## src/rtl/core/psrq_ram.sv

```systemverilog
module psrq_ram #(
  parameter int Width = 8,
  parameter int Depth = 16
) (
  input  logic                     clk,
  input  logic                     wr_en,
  input  logic [$clog2(Depth)-1:0] wr_addr,
  input  logic [Width-1:0]         wr_data,
  input  logic [$clog2(Depth)-1:0] rd_addr,
  output logic [Width-1:0]         rd_data
);

  logic [Width-1:0] mem [Depth];
  logic [Width-1:0] rd_data_r;

  // one write port, one registered read port
  always_ff @(posedge clk) begin
    if (wr_en) begin
      mem[wr_addr] <= wr_data;
    end
    rd_data_r <= mem[rd_addr];
  end

  assign rd_data = rd_data_r;

endmodule

```

## config.mk

```make
export PLATFORM = sky130hd
export DESIGN_NAME = psrq_ram
export DESIGN_NICKNAME = d
export VERILOG_FILES = /design/src/rtl/core/psrq_ram.sv
export SDC_FILE = /design/constraint.sdc
export NUM_CORES = 1
export LEC_CHECK = 0
export BUFFER_PORTS_ARGS = -buffer_cell sky130_fd_sc_hd__buf_2
export CAP_MARGIN = 25
export CORE_MARGIN = 1
export CORE_UTILIZATION = 43
export CTS_CLUSTER_SIZE = 20
export DETAILED_ROUTE_END_ITERATION = 7
export GPL_TIMING_DRIVEN = 0
export PLACE_DENSITY = 0.56
export SLEW_MARGIN = 40
export SYNTH_ARGS = -nofsm -noshare
export SYNTH_HDL_FRONTEND = slang
export SYNTH_SLANG_ARGS = --single-unit
```

## constraint.sdc

```tcl
create_clock -name clk -period 2.4 [get_ports clk]
set_input_delay 0.48 -clock clk [delete_from_list [all_inputs] [get_ports clk]]
set_output_delay 0.48 -clock clk [all_outputs]
set_load 0.005 [all_outputs]
```

==> qor.txt <==
DR DRC count -> 10
Minimum clock period -> 1.76 ns
Syn Area/Cell -> 22.5 um2
First-pass GRT wire length -> 15000 um
Status -> finished with violations
Placed cells -> 396
H-tree Lvls -> 4
ANT nets after route -> 0
Die width -> 111 um
Clock sink total -> 136
Final worst path period share -> 73.2%
Clock buffer count from CTS -> 17
Util after Layout -> 52.9%
Core ar. -> 11600 um2
Crit path required time -> 2.43 ns
Worst-path clk slew -> 0.05 ns
Wire length reported by the detailed router -> 9920 um
Leakage power -> 2.06 nW
Yosys cell types -> 19
Mapped Cells -> 229
Post-DR wirelength/cell -> 23.2 um
Post-synth EDFFs -> 128
Least-Margin Pin Slew -> 0.810 ns
Nets@finish -> 290
Worst VDD drop -> 457 uV
Unrepaired setup endpoints after global routing -> no
IO Port Bufs -> 24
Synthesized netlist net count -> 247
Arrival time at the worst endpoint -> 1.79 ns
CTS tree -> done
FF-to-FF Start -> mem[5][1]
Hold_buf cts -> 0
Synth Flop Type -> edfxtp_1
Diode count -> 0
Register bit count reported by yosys -> 136
Rows -> 39
Die extent in y -> 111 um
Clk_skew -> 0.00546 ns
Hold Slack -> 0.474 ns
Cts repair resizes -> 0
Clock root cell -> clkbuf_16
All-Layer GR Usage -> 17.8%
Post-CTS setup buffer count -> 0
Sequential area share after synthesis -> 77.8%
Setup Crit Path Kind -> in2reg
Layout Cells excl Fill -> 428
Vias in the first global route -> 2416
DRT Pass-1 Iters -> 6
1st-iter DRT viols -> 173
Vias post-DR -> 2353
Synthesis-to-layout area growth -> 18.8%
CP Max Fanout -> 8
Largest net degree at the start of global routing -> 17
Critical Path Start Type -> primary input
Min-delay src -> wr_data[6]
Synth warnings -> 0
CP startpoint -> wr_addr[2]
DP HPWL -> 6250 um
Skew-Pair Late Insertion Delay -> 0.41 ns
Max Buffers Root-to-Sink -> 2
Setup tns final -> 0 ns
Final Max Tran Viols -> 0
Starting Density -> 44.5%
IO Count -> 26
Pwr dens -> 931 nW/um2
Endpoints failing setup -> 0
Worst Hold Class -> in2reg
Overflow after GRT -> 0
Initial antenna violation count -> 0
CP endpoint kind -> register
Failing checks -> DRC
F_max -> 569 MHz
Slew margin rel. -> 45.8%
Layout cell share with drive strength beyond 1 -> 31.2%
GP Congestion -> 0.671
Asr flop ratio synth -> 0%
Die ar. -> 12400 um2
Final Hold Viols -> 0
DR vias/cell -> 5.50
Cell area after synthesis -> 5150 um2
Max Cap Viol -> 0
==> per-layer routing <==
layer  global-route usage [%]  vias to the layer above  part of all wire [%]
met3                     4.35                        5                   3.7
met1                     25.4                     1230                    48
met4                     8.38                        0                   1.0
li1                         -                     1062                     -
met2                     26.0                       56                    47
met5                        0                        -                     0
==> kinds of logic after synthesis <==
logic type	after synthesis	synth area share, %
DFF	136	77.8
muxes	32	15.0
buffers and inverters	10	1.68
and+or+nand+nor	35	3.18
AOI/OAI and AO/OA	16	2.33
==> layout by cell type, fill, tap and decap left out, types with 5 or more instances in the layout <==
| cell type | netlist | layout |
|---|---|---|
| clkbuf_16 | 0 | 17 |
| a22oi_1 | 16 | 16 |
| nor2_1 | 13 | 10 |
| clkbuf_8 | 0 | 5 |
| edfxtp_1 | 128 | 128 |
| dfxtp_1 | 8 | 8 |
| nand2_1 | 9 | 9 |
| mux4_2 | 18 | 18 |
| mux4_1 | 14 | 14 |
| buf_2 | 3 | 27 |
==> synthesized netlist by cell type (all sizes together) (2+ instances only) <==
cell type / number / area (um2)
a22oi: 16 / 120
buf: 7 / 56.3
clkdlybuf4s25: 3 / 30.0
dfxtp: 8 / 160
edfxtp: 128 / 3840
mux4: 32 / 773
nand2: 9 / 33.8
nand2b: 2 / 12.5
nand3b: 2 / 15.0
nor2: 13 / 48.8
nor3: 4 / 20.0
==> path summary, 6_finish.rpt <==
path	to	slack, ns	depth (start not counted)
setup / recovery	mem[1][2]	0.64	3
hold / removal	mem[7][6]	0.47	1
setup reg to reg	rd_data[1]	0.98	3
hold reg to reg	rd_data[1]	0.68	3
==> sequential cells by signal, indices dropped and copies added (netlist names) <==
name,flops
mem,128
rd_data,8
==> critical path: stages <==
cell,delay (ns)
buf_2,0.11
or3b_2,0.54
nor2_1,0.65
==> through the flow <==
stage / worst slack, ns / total power, mW / area (um2)
6_report: 0.644 / 5.69 / 6110
5_1_grt: 0.588 / 5.86 / 6110
4_1_cts: 0.618 / 5.72 / 6110
3_5_place_dp: 0.183 / 2.98 / 5470
3_3_place_gp: -0.178 / 2.97 / 5450
2_1_floorplan: 0.427 / 2.85 / 5150
==> cell type report <==
type                       instances  area [um2]
buffer                            10        86.3
clock buffer                      23         498
clock inverter                     9         143
fill                             897        5450
multi-input combinational         83        1080
sequential                       136        4000
tap                              143         179
timing repair buffer              24         120
==> where the power goes <==
part,switching (mW),internal (mW),leakage [nW]
Combinational,0.150,0.106,0.519
Sequential,0.0111,2.66,1.22
Clock,0.902,1.86,0.318
Power figures use the tool's default switching activity.
